File: config.mk
export PLATFORM = sky130hd
export DESIGN_NAME = ppm_frame_decoder_core_flat
export DESIGN_NICKNAME = d
export VERILOG_FILES = /design/src/hdl/pfd_pkg.sv /design/src/hdl/pfd_edge_if.sv /design/src/hdl/pfd_frame_if.sv /design/src/hdl/ppm_frame_decoder_core.sv /design/src/flat_wrapper.sv
export SDC_FILE = /design/constraint.sdc
export NUM_CORES = 1
export LEC_CHECK = 0
export ABC_AREA = 1
export ABC_CLOCK_PERIOD_IN_PS = 6400
export BUFFER_PORTS_ARGS = -buffer_cell sky130_fd_sc_hd__buf_2
export CORE_UTILIZATION = 46
export CTS_CLUSTER_DIAMETER = 80
export DETAILED_ROUTE_END_ITERATION = 10
export GPL_TIMING_DRIVEN = 0
export PLACE_DENSITY_LB_ADDON = 0.25
export SLEW_MARGIN = 20
export SYNTH_ARGS = -nofsm -noshare
export SYNTH_HDL_FRONTEND = slang
export SYNTH_SLANG_ARGS = --single-unit
File: constraint.sdc
create_clock -name clk_i -period 6.4 [get_ports clk_i]
set_clock_uncertainty 0.1 [all_clocks]
set_input_delay 1.28 -clock clk_i [delete_from_list [all_inputs] [get_ports clk_i]]
set_output_delay 1.28 -clock clk_i [all_outputs]
set_load 0.03 [all_outputs]
File: src/hdl/pfd_pkg.sv
// ----------------------------------------------------------------------------
// pfd_pkg
// Shared types and constants for the PPM frame decoder: field widths,
// configuration register indexes, reset defaults and flight mode codes.
// ----------------------------------------------------------------------------
package pfd_pkg;

  // field widths
  localparam int unsigned TimeW = 32;
  localparam int unsigned ChanW = 16;
  localparam int unsigned CfgIdxW = 3;
  localparam int unsigned CfgDataW = 16;

  // channels buffered before the mode channel closes the frame
  localparam int unsigned NumStored = 5;
  localparam int unsigned CountW = $clog2(NumStored + 1);

  // configuration register indexes
  localparam logic [CfgIdxW-1:0] CFG_SYNC_THRESHOLD = 3'd0;
  localparam logic [CfgIdxW-1:0] CFG_MODE_HIGH_LIMIT = 3'd1;
  localparam logic [CfgIdxW-1:0] CFG_MODE_LOW_LIMIT = 3'd2;
  localparam logic [CfgIdxW-1:0] CFG_SWITCH_THRESHOLD = 3'd3;
  localparam logic [CfgIdxW-1:0] CFG_VALID_MIN = 3'd4;
  localparam logic [CfgIdxW-1:0] CFG_VALID_MAX = 3'd5;

  // configuration reset defaults
  localparam logic [ChanW-1:0] SyncThresholdRst = 16'd10000;
  localparam logic [ChanW-1:0] ModeHighLimitRst = 16'd1600;
  localparam logic [ChanW-1:0] ModeLowLimitRst = 16'd1400;
  localparam logic [ChanW-1:0] SwitchThresholdRst = 16'd1500;
  localparam logic [ChanW-1:0] ValidMinRst = 16'd1000;
  localparam logic [ChanW-1:0] ValidMaxRst = 16'd2000;

  // flight mode codes
  typedef enum logic [1:0] {
    FM_HIGH = 2'd0,
    FM_MID  = 2'd1,
    FM_LOW  = 2'd2
  } flight_mode_e;

endpackage

File: src/hdl/pfd_edge_if.sv
// ----------------------------------------------------------------------------
// pfd_edge_if
// Valid/ready channel carrying one falling-edge timestamp per word.
// ----------------------------------------------------------------------------
interface pfd_edge_if;

  logic                           valid;
  logic                           ready;
  logic [pfd_pkg::TimeW-1:0]      edge_time_us;

  modport source (output valid, output edge_time_us, input ready);
  modport sink   (input valid, input edge_time_us, output ready);

endinterface

File: src/hdl/pfd_frame_if.sv
// ----------------------------------------------------------------------------
// pfd_frame_if
// Valid/ready channel carrying one decoded PPM frame per word.
// ----------------------------------------------------------------------------
interface pfd_frame_if;

  logic                      valid;
  logic                      ready;
  logic [pfd_pkg::ChanW-1:0] roll_value;
  logic [pfd_pkg::ChanW-1:0] pitch_value;
  logic [pfd_pkg::ChanW-1:0] throttle_value;
  logic [pfd_pkg::ChanW-1:0] yaw_value;
  logic [pfd_pkg::ChanW-1:0] switch_value;
  logic [pfd_pkg::ChanW-1:0] mode_value;
  logic [1:0]                flight_mode;
  logic                      switch_on;

  modport source (
    output valid, output roll_value, output pitch_value, output throttle_value,
    output yaw_value, output switch_value, output mode_value, output flight_mode,
    output switch_on, input ready
  );
  modport sink (
    input valid, input roll_value, input pitch_value, input throttle_value,
    input yaw_value, input switch_value, input mode_value, input flight_mode,
    input switch_on, output ready
  );

endinterface

File: src/hdl/ppm_frame_decoder_core.sv
// ----------------------------------------------------------------------------
// ppm_frame_decoder_core
// The closing edge word passes the input register, its frame word the result
//   register. Throughput: one edge word per cycle while the result slot is
//   free or drains; the per-edge path is a 32-bit subtract, a saturate and 16-bit compares.
// Reset: config registers take their defaults, decoder waits for sync with
//   last edge time zero; the channel buffer is not cleared.
// ----------------------------------------------------------------------------
module ppm_frame_decoder_core (
  input  logic                          clk_i,
  input  logic                          rst_ni,
  input  logic                          cfg_we_i,
  input  logic [pfd_pkg::CfgIdxW-1:0]   cfg_idx_i,
  input  logic [pfd_pkg::CfgDataW-1:0]  cfg_data_i,
  pfd_edge_if.sink                      in_edge,
  pfd_frame_if.source                   out_frame
);

  // configuration registers
  logic [pfd_pkg::ChanW-1:0] sync_thr_q, mode_hi_q, mode_lo_q, sw_thr_q;
  logic [pfd_pkg::ChanW-1:0] valid_min_q, valid_max_q;

  always_ff @(posedge clk_i or negedge rst_ni) begin
    if (!rst_ni) begin
      sync_thr_q  <= pfd_pkg::SyncThresholdRst;
      mode_hi_q   <= pfd_pkg::ModeHighLimitRst;
      mode_lo_q   <= pfd_pkg::ModeLowLimitRst;
      sw_thr_q    <= pfd_pkg::SwitchThresholdRst;
      valid_min_q <= pfd_pkg::ValidMinRst;
      valid_max_q <= pfd_pkg::ValidMaxRst;
    end else if (cfg_we_i) begin
      unique case (cfg_idx_i)
        pfd_pkg::CFG_SYNC_THRESHOLD:   sync_thr_q  <= cfg_data_i;
        pfd_pkg::CFG_MODE_HIGH_LIMIT:  mode_hi_q   <= cfg_data_i;
        pfd_pkg::CFG_MODE_LOW_LIMIT:   mode_lo_q   <= cfg_data_i;
        pfd_pkg::CFG_SWITCH_THRESHOLD: sw_thr_q    <= cfg_data_i;
        pfd_pkg::CFG_VALID_MIN:        valid_min_q <= cfg_data_i;
        pfd_pkg::CFG_VALID_MAX:        valid_max_q <= cfg_data_i;
        default: ;
      endcase
    end
  end

  // handshake: the process stage moves when the result slot is free or drains
  logic in_valid_q;
  logic out_valid_q;
  logic advance;
  logic proc_fire;
  logic emit;

  assign advance       = !out_valid_q || out_frame.ready;
  assign in_edge.ready = !in_valid_q || advance;
  assign proc_fire     = in_valid_q && advance;

  // input register
  logic [pfd_pkg::TimeW-1:0] in_time_q;

  always_ff @(posedge clk_i or negedge rst_ni) begin
    if (!rst_ni) begin
      in_valid_q <= 1'b0;
    end else if (in_edge.ready) begin
      in_valid_q <= in_edge.valid;
    end
  end

  always_ff @(posedge clk_i) begin
    if (in_edge.valid && in_edge.ready) begin
      in_time_q <= in_edge.edge_time_us;
    end
  end

  // decoder state
  logic [pfd_pkg::TimeW-1:0]  last_time_q;
  logic                       sync_seen_q;
  logic [pfd_pkg::CountW-1:0] count_q;
  logic [pfd_pkg::ChanW-1:0]  held_mode_q;
  logic [pfd_pkg::ChanW-1:0]  store_q [pfd_pkg::NumStored];

  // interval since the previous edge, wrapping, saturated to 16 bits
  logic [pfd_pkg::TimeW-1:0] diff;
  logic [pfd_pkg::ChanW-1:0] gap;
  logic                      is_sync;
  logic                      store_slot;
  logic                      mode_bad;
  logic [pfd_pkg::ChanW-1:0] mode_d;
  pfd_pkg::flight_mode_e     fm_d;
  logic                      sw_on_d;

  assign diff       = in_time_q - last_time_q;
  assign gap        = (|diff[pfd_pkg::TimeW-1:pfd_pkg::ChanW]) ? '1
                                                                : diff[pfd_pkg::ChanW-1:0];
  assign is_sync    = gap > sync_thr_q;
  assign store_slot = count_q < pfd_pkg::CountW'(pfd_pkg::NumStored);
  assign emit       = proc_fire && !is_sync && sync_seen_q && !store_slot;

  // mode channel: fall back on the held value when out of range
  assign mode_bad = (gap > valid_max_q) || (gap < valid_min_q);
  assign mode_d   = mode_bad ? held_mode_q : gap;
  assign sw_on_d  = store_q[pfd_pkg::NumStored-1] >= sw_thr_q;

  always_comb begin
    priority if (mode_d > mode_hi_q) begin
      fm_d = pfd_pkg::FM_HIGH;
    end else if (mode_d < mode_lo_q) begin
      fm_d = pfd_pkg::FM_LOW;
    end else begin
      fm_d = pfd_pkg::FM_MID;
    end
  end

  always_ff @(posedge clk_i or negedge rst_ni) begin
    if (!rst_ni) begin
      last_time_q <= '0;
      sync_seen_q <= 1'b0;
      count_q     <= '0;
      held_mode_q <= '0;
    end else if (proc_fire) begin
      last_time_q <= in_time_q;
      if (is_sync) begin
        sync_seen_q <= 1'b1;
        count_q     <= '0;
      end else if (sync_seen_q) begin
        if (store_slot) begin
          count_q <= count_q + 1'b1;
        end else begin
          sync_seen_q <= 1'b0;
          count_q     <= '0;
          held_mode_q <= mode_d;
        end
      end
    end
  end

  // channel buffer, written in frame order
  always_ff @(posedge clk_i) begin
    if (proc_fire && !is_sync && sync_seen_q && store_slot) begin
      store_q[count_q] <= gap;
    end
  end

  // result register
  logic [pfd_pkg::ChanW-1:0] out_chan_q [pfd_pkg::NumStored];
  logic [pfd_pkg::ChanW-1:0] out_mode_q;
  pfd_pkg::flight_mode_e     out_fm_q;
  logic                      out_sw_q;

  always_ff @(posedge clk_i or negedge rst_ni) begin
    if (!rst_ni) begin
      out_valid_q <= 1'b0;
    end else if (advance) begin
      out_valid_q <= emit;
    end
  end

  always_ff @(posedge clk_i) begin
    if (emit) begin
      out_chan_q <= store_q;
      out_mode_q <= mode_d;
      out_fm_q   <= fm_d;
      out_sw_q   <= sw_on_d;
    end
  end

  assign out_frame.valid          = out_valid_q;
  assign out_frame.roll_value     = out_chan_q[0];
  assign out_frame.pitch_value    = out_chan_q[1];
  assign out_frame.throttle_value = out_chan_q[2];
  assign out_frame.yaw_value      = out_chan_q[3];
  assign out_frame.switch_value   = out_chan_q[4];
  assign out_frame.mode_value     = out_mode_q;
  assign out_frame.flight_mode    = out_fm_q;
  assign out_frame.switch_on      = out_sw_q;

  // checks
  a_count_range : assert property (@(posedge clk_i) disable iff (!rst_ni)
    count_q <= pfd_pkg::CountW'(pfd_pkg::NumStored))
    else $error("channel count past buffer depth");

  a_count_needs_sync : assert property (@(posedge clk_i) disable iff (!rst_ni)
    (count_q != '0) |-> sync_seen_q)
    else $error("channels counted without sync");

  a_emit_clears : assert property (@(posedge clk_i) disable iff (!rst_ni)
    emit |=> (!sync_seen_q && count_q == '0))
    else $error("frame state not cleared after emit");

  a_out_from_emit : assert property (@(posedge clk_i) disable iff (!rst_ni)
    $rose(out_valid_q) |-> $past(emit))
    else $error("frame word without a closing edge");

  a_in_hold : assert property (@(posedge clk_i) disable iff (!rst_ni)
    (in_valid_q && !advance) |=> (in_valid_q && $stable(in_time_q)))
    else $error("stalled edge lost");

endmodule
File: src/flat_wrapper.sv
// flat-port wrapper written by rule: the top's interface ports become plain ports
module ppm_frame_decoder_core_flat 
  (clk_i, rst_ni, cfg_we_i, cfg_idx_i, cfg_data_i, in_edge_valid, in_edge_edge_time_us, in_edge_ready, out_frame_valid, out_frame_roll_value, out_frame_pitch_value, out_frame_throttle_value, out_frame_yaw_value, out_frame_switch_value, out_frame_mode_value, out_frame_flight_mode, out_frame_switch_on, out_frame_ready);
  pfd_edge_if in_edge_i ();
  pfd_frame_if out_frame_i ();
  input  logic clk_i;
  input  logic rst_ni;
  input  logic cfg_we_i;
  input  logic [pfd_pkg::CfgIdxW-1:0] cfg_idx_i;
  input  logic [pfd_pkg::CfgDataW-1:0] cfg_data_i;
  input wire logic [$bits(in_edge_i.valid)-1:0] in_edge_valid;
  input wire logic [$bits(in_edge_i.edge_time_us)-1:0] in_edge_edge_time_us;
  output wire logic [$bits(in_edge_i.ready)-1:0] in_edge_ready;
  output wire logic [$bits(out_frame_i.valid)-1:0] out_frame_valid;
  output wire logic [$bits(out_frame_i.roll_value)-1:0] out_frame_roll_value;
  output wire logic [$bits(out_frame_i.pitch_value)-1:0] out_frame_pitch_value;
  output wire logic [$bits(out_frame_i.throttle_value)-1:0] out_frame_throttle_value;
  output wire logic [$bits(out_frame_i.yaw_value)-1:0] out_frame_yaw_value;
  output wire logic [$bits(out_frame_i.switch_value)-1:0] out_frame_switch_value;
  output wire logic [$bits(out_frame_i.mode_value)-1:0] out_frame_mode_value;
  output wire logic [$bits(out_frame_i.flight_mode)-1:0] out_frame_flight_mode;
  output wire logic [$bits(out_frame_i.switch_on)-1:0] out_frame_switch_on;
  input wire logic [$bits(out_frame_i.ready)-1:0] out_frame_ready;
  assign in_edge_i.valid = in_edge_valid;
  assign in_edge_i.edge_time_us = in_edge_edge_time_us;
  assign in_edge_ready = in_edge_i.ready;
  assign out_frame_valid = out_frame_i.valid;
  assign out_frame_roll_value = out_frame_i.roll_value;
  assign out_frame_pitch_value = out_frame_i.pitch_value;
  assign out_frame_throttle_value = out_frame_i.throttle_value;
  assign out_frame_yaw_value = out_frame_i.yaw_value;
  assign out_frame_switch_value = out_frame_i.switch_value;
  assign out_frame_mode_value = out_frame_i.mode_value;
  assign out_frame_flight_mode = out_frame_i.flight_mode;
  assign out_frame_switch_on = out_frame_i.switch_on;
  assign out_frame_i.ready = out_frame_ready;
  ppm_frame_decoder_core u_core (.clk_i(clk_i), .rst_ni(rst_ni), .cfg_we_i(cfg_we_i), .cfg_idx_i(cfg_idx_i), .cfg_data_i(cfg_data_i), .in_edge(in_edge_i), .out_frame(out_frame_i));
endmodule
==> metrics, run 1 <==
Clk Latency, worst-skew pair=560 ps; area grow syn2layout=20.5%; Total GRT Usage=22.2%; yosys warns=0; Hold Path Class=flip-flop to flip-flop; core area=between 30000 and 40000 um^2; effective utilization at floorplan=between 40% and 50%; placer congestion estimate=roughly 0.87; top_reg_cell synth=edfxtp_1; fill cell count=3134; CTS tree=done; drt total wl=41600 um; global-route wire length before repair=approximately 65000 um; FMAX=around 0.16 GHz; most common cell after layout, fill and taps aside=nand2_1; grt ovf=0; worst vdd ir=~160 uV; Die Area=between 30000 and 40000 um^2; Critical Path AT=6290 ps; synthesized area=between 15000 and 20000 um^2; met1 usage=between 30% and 40%; combinational power share=a little under a fifth; DP Area=18700 um^2; routing usage on met2=between 30 and 40%; Mapped Cells=approximately 1800; maximum buffer depth of the clock tree=3; Post-Synth Simple-Gate Area=15.7%; Syn Area/Cell=approximately 9.8 um^2; Detail Route Antenna Nets=0; measured slew at the worst slew-check pin=884 ps; finished layout cell area=between 20000 and 25000 um^2; Slew Viols, Final=0; IO buf count=156; crit path time final=about 6100 ps; pin count of the biggest net entering global routing=about 110; Horiz. Die Dim=just under 200 um; CTS H-tree lvls=2; via count=around 12000; adder-cell share of the synthesized area=under 10%; WL/cell=16.8 um; CP Capture Type=flip-flop; DRC violations left=0; net load switching power=~1.7 mW; post-synthesis cell type count=between 40 and 50; Worst Path Required=6600 ps; post-synthesis mux area share=0.0653%; maxcap violations=0; grt peak-use layer=met2; Hold Fails Final Rpt=0; Pre-antenna DRT Iters=5; PwrDens=just over 300 nW/um^2; n_diodes=0; final setup vio count=0; row count=70; vias in the first global route=11900; Clock transition at path regs=approximately 60 ps; Vias/cell=5.01; clock sink count=approximately 360; final period utilization=95.1%; commonest non-fill, non-tap cells in the layout=nand2_1, inv_1, edfxtp_1, buf_2, dfrtp_1; status=finished clean; Crit path buffers/inverters=5; Critical Setup Path Class=flip-flop to flip-flop; antenna violations before repair=0; Slew Limit Headroom=between 40% and 50%; Syn Nets=about 1900; fraction of registers with async set/reset=roughly 42%; Root Buffer=clkbuf_16; P_int=roughly 4.6 mW; dpl hpwl=roughly 29000 um; total power=roughly 6.3 mW; startpoint types=flip-flop; Total Nets Final=between 2000 and 2500; Crit path largest cell delay=around 390 ps; IO Pins=~160; largest family of logic cells by synthesized area=simple AND/OR/NAND/NOR gates; Post-synth EDFFs=roughly 210; register bit total from synthesis=about 360; Synth Area in Compound Gates=under 10%; Die Ht=around 200 um; WHS=around 310 ps; sequential share of the synthesized area=approximately three fifths; P_leak=slightly below 9 nW; Crit path top cell by count=nand2_1; critical path fanouts, max=9; layout cells sized above 1=20.4%; Worst path slowest cell=edfxtp_1; xor and xnor area share after synthesis=less than 1%; power share of the clock group=between 30% and 40%; CTS buffer count=40; switching share of total power=27.4%; met3 Track Usage GR=2.94%; Reg power frac=about 43%; cell family with most CP delay=simple AND/OR/NAND/NOR gates; initial DRC count=approximately 860
stage by stage:
| step | setup slack [ps] | setup TNS [ps] | cells | utilization, % |
|---|---|---|---|---|
| final | 313 | 0 | 2483 | 56.5 |
| after global routing | -44.5 | -87.7 | 2483 | 56.5 |
| after CTS | 7.68 | 0 | 2468 | 55.3 |
| after detailed placement | -1380 | -8650 | 2393 | 50.9 |
| after global placement | -1790 | -95470 | 2384 | 50.6 |
| after floorplan | 645 | 0 | 1760 | - |
layout make-up:
type	instances	area [um^2]	area share [%]
sequential	361	10100	48.7
multi-input combinational	1049	6260	30.1
inverter	318	1200	5.75
timing repair buffer	182	1040	4.99
clock buffer	43	1020	4.92
tap	468	586	2.82
clock inverter	30	365	1.76
buffer	32	196	0.945
worst register-to-register path: cells and delay by family (launching register included):
kind,cells,cell delay (ps)
buffers and inverters,5,560
flip-flops,1,390
AND/OR/NAND/NOR,22,2650
adder cells (fa/ha/maj),4,1180
AO/OA/AOI/OAI,6,930
synth_stat cells (2+ instances only):
| master | number | share of area [%] |
|---|---|---|
| nand2_1 | 466 | 10 |
| inv_1 | 318 | 6.9 |
| edfxtp_1 | 211 | 37 |
| ha_1 | 124 | 9.0 |
| o21ai_0 | 123 | 3.6 |
| dfrtp_1 | 117 | 17 |
| nor2_1 | 100 | 2.2 |
| a21oi_1 | 83 | 2.4 |
| nand3_1 | 36 | 1.0 |
| dfstp_2 | 33 | 5.0 |
| clkbuf_1 | 26 | 0.57 |
| nand4_1 | 18 | 0.65 |
| o21ai_2 | 15 | 0.76 |
| nand2_2 | 10 | 0.36 |
| xor2_1 | 8 | 0.41 |
| nor3_1 | 7 | 0.20 |
| a211oi_1 | 6 | 0.26 |
| and2_1 | 6 | 0.22 |
| xnor2_1 | 6 | 0.30 |
| o21a_1 | 5 | 0.22 |
| o21ai_1 | 4 | 0.12 |
| nand3b_1 | 3 | 0.13 |
| nor2_2 | 3 | 0.11 |
| nor4_1 | 3 | 0.11 |
| buf_2 | 2 | 0.058 |
| buf_6 | 2 | 0.13 |
| nand3_2 | 2 | 0.12 |
| o221a_2 | 2 | 0.13 |
| o221ai_1 | 2 | 0.10 |
kinds of logic after synthesis:
family,Yosys count
AOI/OAI and AO/OA,249
xor gates and xnor gates,14
adders and majority gates,125
buffers and inverters,350
DFF,361
muxes,1
and+or+nand+nor,660
metal layers:
| layer | wire length (um) | vias up |
|---|---|---|
| met5 | 0 | - |
| met4 | 1100 | 0 |
| met3 | 2250 | 63 |
| met2 | 19200 | 322 |
| met1 | 19000 | 5880 |
| li1 | - | 6185 |
timing repair:
| action | CTS | global route |
|---|---|---|
| hold buffers | 0 | 0 |
| gates resized for setup | 65 | 79 |
| pin swaps | 1 | 17 |
| cloned | 0 | 2 |
| endpoints found under the setup margin | 38 | 2 |
| buffers inserted | 2 | 13 |
path summary, 6_finish.rpt:
check / slack (ps) / startpoint / endpoint / cells past startpoint
setup / recovery: 310 / u_core.in_time_q[0] / u_core.out_frame.flight_mode[0] / 37
hold / removal: 310 / u_core.store_q[38] / u_core.out_frame.throttle_value[6] / 0
setup reg to reg: 310 / u_core.in_time_q[0] / u_core.out_frame.flight_mode[0] / 37
hold reg to reg: 310 / u_core.store_q[38] / u_core.out_frame.throttle_value[6] / 0
max in group asynchronous: 4790 / rst_ni / u_core.sync_thr_q[10] / 2
min in group asynchronous: 540 / rst_ni / u_core.held_mode_q[14] / 1
power by group through the flow:
stage / clock network, mW / logic (mW) / registers (mW)
floorplan: 0 / 0.741 / 2.74
global placement: 0 / 0.968 / 2.76
detailed placement: 0 / 1.02 / 2.77
CTS: 2.47 / 1.06 / 2.72
global route: 2.56 / 1.33 / 2.74
finish: 2.41 / 1.15 / 2.72
state kept, by name (all words and copies together), names as in the netlist, 2 cells and up:
register and cells:
u_core.count_q 3, u_core.valid_min_q 16, u_core.out_frame.roll_value 16, u_core.out_frame.yaw_value 16
u_core.out_frame.mode_value 16, u_core.last_time_q 32, u_core.valid_max_q 16, u_core.mode_hi_q 16
u_core.in_time_q 32, u_core.out_frame.switch_value 16, u_core.out_frame.throttle_value 16, u_core.sync_thr_q 16
u_core.held_mode_q 16, u_core.out_frame.pitch_value 16, u_core.sw_thr_q 16, u_core.store_q 80
u_core.out_frame.flight_mode 2, u_core.mode_lo_q 16
Note: power is estimated with default switching activity, not from simulation.
==> inputs of run 2 (changes only) <==
Settings changed: ABC_CLOCK_PERIOD_IN_PS 6400 to 7700, CORE_UTILIZATION 46 to 55.
Clock period 6.4 ns to 7.7 ns, I/O delays scaled along.
==> metrics, run 2 (synthesis results as in run 1) <==
FMAX=0.139 GHz (-15%); layout cells sized above 1=15.9% (-4.6 points); CP Capture Type=flip-flop; Hold Path Class=flip-flop to flip-flop; Clock transition at path regs=60 ps (about the same); Die Ht=179 um (-8.5%); Critical Path AT=7370 ps (+1080 ps); Die Area=32100 um^2 (-16%); switching share of total power=27.6% (+0.23 points); Worst path slowest cell=o21ai_0; met1 usage=35.1% (+4.3 points); DRC violations left=36 (+36); Root Buffer=clkbuf_16; global-route wire length before repair=62300 um (-4.3%); status=finished, violations left; net load switching power=1.36 mW (-21%); Critical Setup Path Class=flip-flop to flip-flop; IO buf count=156 (unchanged); CTS buffer count=38 (-5.0%); clock sink count=361 (unchanged); placer congestion estimate=0.893 (+2.4%); P_leak=8.64 nW (-3.1%); Crit path top cell by count=nand2_1; Biggest register=u_core.store_q; antenna violations before repair=2 (+2); pin count of the biggest net entering global routing=109 (unchanged); commonest non-fill, non-tap cells in the layout=nand2_1, inv_1, edfxtp_1, buf_2, ha_1; PwrDens=247 nW/um^2 (-18%); grt peak-use layer=met2; met3 Track Usage GR=4.18% (+1.2 points); maxcap violations=0 (unchanged); Slew Limit Headroom=42.4% (+1.3 points); P_int=3.56 mW (-22%); Worst Path Required=7870 ps (+1270 ps); grt ovf=0 (unchanged); CTS H-tree lvls=2 (unchanged); final period utilization=93.5% (-1.7 points); worst vdd ir=171 uV (+5.9%); Vias/cell=5.25 (+4.6%); area grow syn2layout=15.4%; Total GRT Usage=25.8% (+3.6 points); routing usage on met2=42.4% (+6.4 points); effective utilization at floorplan=56.1% (+9.2 points); Detail Route Antenna Nets=0 (unchanged); Pre-antenna DRT Iters=8 (+3); crit path time final=7200 ps (+1110 ps); max reg flops=80 (unchanged); finished layout cell area=19900 um^2 (-4.2%); dpl hpwl=28700 um (-2.0%); core area=30700 um^2 (-16%); Total Nets Final=2148 (-0.79%); measured slew at the worst slew-check pin=865 ps (-19.7 ps); Clk Latency, worst-skew pair=530 ps (-30 ps); total power=4.92 mW (-22%); drt total wl=40400 um (-3.0%); n_diodes=0 (unchanged); Slew Viols, Final=0 (unchanged); Crit path largest cell delay=590 ps (+200 ps); critical path fanouts, max=10 (+1); vias in the first global route=11700 (-1.7%); DP Area=18600 um^2 (-0.50%); row count=64 (-8.6%); maximum buffer depth of the clock tree=3 (unchanged); Reg power frac=46.0% (+2.6 points); initial DRC count=1025 (+19%); CTS tree=done; WL/cell=16.9 um (+0.63%); power share of the clock group=36.5% (-1.8 points); failing checks=design-rule violations; final setup vio count=0 (unchanged); via count=12600 (+0.85%); Largest regs=u_core.store_q (80), u_core.in_time_q (32), u_core.last_time_q (32); most common cell after layout, fill and taps aside=nand2_1; combinational power share=17.5% (-0.9 points); Horiz. Die Dim=179 um (-8.5%); Hold Fails Final Rpt=0 (unchanged); IO Pins=157 (unchanged); startpoint types=flip-flop
## run 2: area by class of cell
class                           instances  area, um^2
Multi-Input combinational cell       1049        5820
Buffer                                 32         150
Inverter                              318        1190
Clock buffer                           53        1100
Clock inverter                         17         143
Tap cell                              396         495
Sequential cell                       361       10100
Fill cell                            2473       10800
Timing Repair Buffer                  167         883
## run 2: metal layers
metal / wire (um) / vias to the layer above
li1: - / 6137
met1: 17500 / 5891
met2: 18800 / 449
met3: 2940 / 79
met4: 1120 / 0
met5: 0 / -
## run 2: what timing repair did
item                                    in CTS  in global routing
pin swaps                                    0                  1
buffers inserted                             0                  2
gates resized for setup                      2                 16
endpoints found under the setup margin       2                  2
hold buffers                                 0                  0
## run 2: power groups by stage
stage	combinational [mW]	clock, mW	sequential (mW)
floorplan	0.616	0	2.28
global placement	0.797	0	2.29
detailed placement	0.845	0	2.30
CTS	0.856	1.82	2.26
global route	0.996	1.89	2.28
finish	0.860	1.79	2.26
## run 2: worst max-delay path: cells and delay by family, from the launching register on
family | cells | cell delay (ps)
flops | 1 | 380
buf+inv | 6 | 920
fa+ha+maj | 4 | 1430
compound gates | 6 | 1470
simple gates | 20 | 2600
## run 2: path summary, 6_finish.rpt
check	slack [ps]	endpoint	cells past startpoint	from
setup / recovery	500	u_core.out_frame.flight_mode[0]	36	u_core.in_time_q[0]
hold / removal	320	u_core.out_frame.yaw_value[14]	0	u_core.store_q[30]
setup reg to reg	500	u_core.out_frame.flight_mode[0]	36	u_core.in_time_q[0]
hold reg to reg	320	u_core.out_frame.yaw_value[14]	0	u_core.store_q[30]
max in group asynchronous	5780	u_core.sw_thr_q[3]	2	rst_ni
min in group asynchronous	870	u_core.held_mode_q[9]	1	rst_ni
## run 2: per-stage QoR
step	setup WS, ps	cells	hold slack (ps)	TNS, ps	utilization (%)
global placement	-460	2312	302	-14030	60.3
CTS	57.7	2391	317	0	64.7
global route	-9.50	2393	322	-9.50	64.8
detailed placement	-66.9	2321	305	-116	60.6
finish	504	2393	317	0	64.8
floorplan	1940	1760	300	0	-
==> inputs of run 3 (changes only) <==
Settings changed: ABC_CLOCK_PERIOD_IN_PS 7700 to 9250.
Clock period 7.7 ns to 9.25 ns, I/O delays scaled along.
==> metrics, run 3 (synthesis results as in run 1) <==
status=finished, violations left; failing checks=design-rule violations; CTS buffer count=38 (unchanged); hold depth=0 (unchanged); Critical Setup Path Class=flip-flop to flip-flop; worst r2r src=u_core.in_time_q[0]; CTS H-tree lvls=2 (unchanged); fill cell count=2478 (+0.20%); # resized after CTS=0 (-2); total power=4.09 mW (-17%); WHS=316 ps (-0.516 ps); unrepaired setup endpoints after global routing=false; Die Ht=179 um (unchanged); WL/cell=16.9 um (about the same); Crit path largest cell delay=780 ps (+190 ps); Clk Latency, worst-skew pair=530 ps (about the same); Slew Viols, Final=0 (unchanged); Largest regs=u_core.store_q (80), u_core.in_time_q (32), u_core.last_time_q (32); final setup vio count=0 (unchanged); crit path time final=7930 ps (+736 ps); initial DRC count=1065 (+3.9%); Setup Fix Bufs, Post-CTS=0 (unchanged); effective utilization at floorplan=56.1% (unchanged); pre-CTS setup slack=1480 ps (+1550 ps); core area=30700 um^2 (unchanged); Post-Layout Cell Count=2391 (-0.084%); via count=12500 (-0.088%); Total Nets Final=2146 (-0.093%); TNS Setup=0 ps (unchanged); DRC violations left=36 (unchanged); commonest non-fill, non-tap cells in the layout=nand2_1, inv_1, edfxtp_1, buf_2, ha_1; final period utilization=85.8% (-7.7 points); drt total wl=40300 um (-0.17%); global-route wire length before repair=62300 um (unchanged); IO Pins=157 (unchanged); maxcap violations=0 (unchanged); Critical Path AT=8110 ps (+740 ps); Worst Path Required=9430 ps (+1560 ps); Hold Crit Start=u_core.store_q[45]; finished layout cell area=19900 um^2 (-0.14%); reg2reg setup slack=1320 ps (+810 ps); Hold Path Class=flip-flop to flip-flop; most common cell after layout, fill and taps aside=nand2_1; grt ovf=0 (unchanged); max reg flops=80 (unchanged); hold buffers post-CTS=0 (unchanged); Vias/cell=5.25 (about the same); P_leak=8.62 nW (-0.24%); startpoint types=flip-flop; Worst path slowest cell=o21ai_0; Detail Route Antenna Nets=0 (unchanged); CP Capture Type=flip-flop; Clock transition at path regs=60 ps (about the same); Crit path top cell by count=nand2_1; clock sink count=361 (unchanged); Final WS setup=1320 ps (+814 ps); layout cells sized above 1=15.5% (-0.39 points); placer congestion estimate=0.893 (unchanged); Horiz. Die Dim=179 um (unchanged); WHS Endpoint=u_core.out_frame.throttle_value[13]; FMAX=0.126 GHz (-9.3%); row count=64 (unchanged); area grow syn2layout=15.3%; measured slew at the worst slew-check pin=932 ps (+67.4 ps); Total GRT Usage=25.8% (unchanged); IO buf count=156 (unchanged); pin count of the biggest net entering global routing=109 (unchanged); Final Core Density=64.7% (-0.090 points); maximum buffer depth of the clock tree=3 (unchanged); Slew Limit Headroom=37.2% (-5.2 points); n_diodes=0 (unchanged); Placed Cells=2321 (unchanged); PwrDens=206 nW/um^2 (-17%); Hold Fails Final Rpt=0 (unchanged); DP Area=18600 um^2 (unchanged); Die Area=32100 um^2 (unchanged); Root Buffer=clkbuf_16; critical path fanouts, max=10 (unchanged); dpl hpwl=28700 um (unchanged); R2R depth=36 (unchanged); antenna violations before repair=2 (unchanged); Pre-antenna DRT Iters=9 (+1); worst vdd ir=142 uV (-17%); Biggest register=u_core.store_q; vias in the first global route=11700 (unchanged); worst flop-to-flop path endpoint=u_core.out_frame.flight_mode[1]; CTS tree=done
[run 3: changes by cell type in the layout (fill, tap and decap cells not counted)]
cell      delta
clkbuf_1     +2
buf_4        -2
clkbuf_2     -2
o21ai_1     -10
nand2_1      +4
o21ai_0     +10
nand2_2      -4
[run 3: worst max-delay path: cells and delay by family, from the launching register on]
kind | cells | cell delay [ps]
compound gates | 5 | 1580
fa+ha+maj | 4 | 1430
buf+inv | 5 | 810
flops | 1 | 380
simple gates | 22 | 3340
[run 3: cell type report]
| cell class | instances | area [um^2] | share of cell area [%] |
|---|---|---|---|
| buffer | 32 | 148 | 0.742 |
| multi-input combinational | 1049 | 5810 | 29.2 |
| inverter | 318 | 1190 | 6.00 |
| clock inverter | 17 | 143 | 0.717 |
| tap | 396 | 495 | 2.49 |
| clock buffer | 53 | 1100 | 5.54 |
| timing repair buffer | 165 | 868 | 4.37 |
| sequential | 361 | 10100 | 50.9 |
[run 3: layer usage]
layer	wire, um	part of all wire [%]	global-route usage, %
met2	18800	47	42.4
met5	0	0	0
met4	1110	2.8	8.12
met3	2780	6.9	4.18
met1	17600	44	35.1
[run 3: worst max-delay path by stage]
stage,startpoint,endpoint,slack (ps),depth (start not counted)
after floorplan,u_core.last_time_q[0],u_core.out_frame.flight_mode[1],3490,34
after global placement,u_core.in_time_q[0],u_core.store_q[60],1090,26
after detailed placement,u_core.in_time_q[0],u_core.out_frame.flight_mode[1],1480,36
after CTS,u_core.in_time_q[0],u_core.out_frame.flight_mode[1],1450,36
after global routing,u_core.in_time_q[0],u_core.out_frame.flight_mode[1],780,35
final,u_core.in_time_q[0],u_core.out_frame.flight_mode[1],1320,36
[run 3: where the power goes]
part	internal [mW]	switching, mW	leakage [nW]	total, mW
Clock	0.870	0.622	0.616	1.49
Combinational	0.260	0.453	4.91	0.713
Sequential	1.83	0.0540	3.10	1.88
Total	2.96	1.13	8.62	4.09
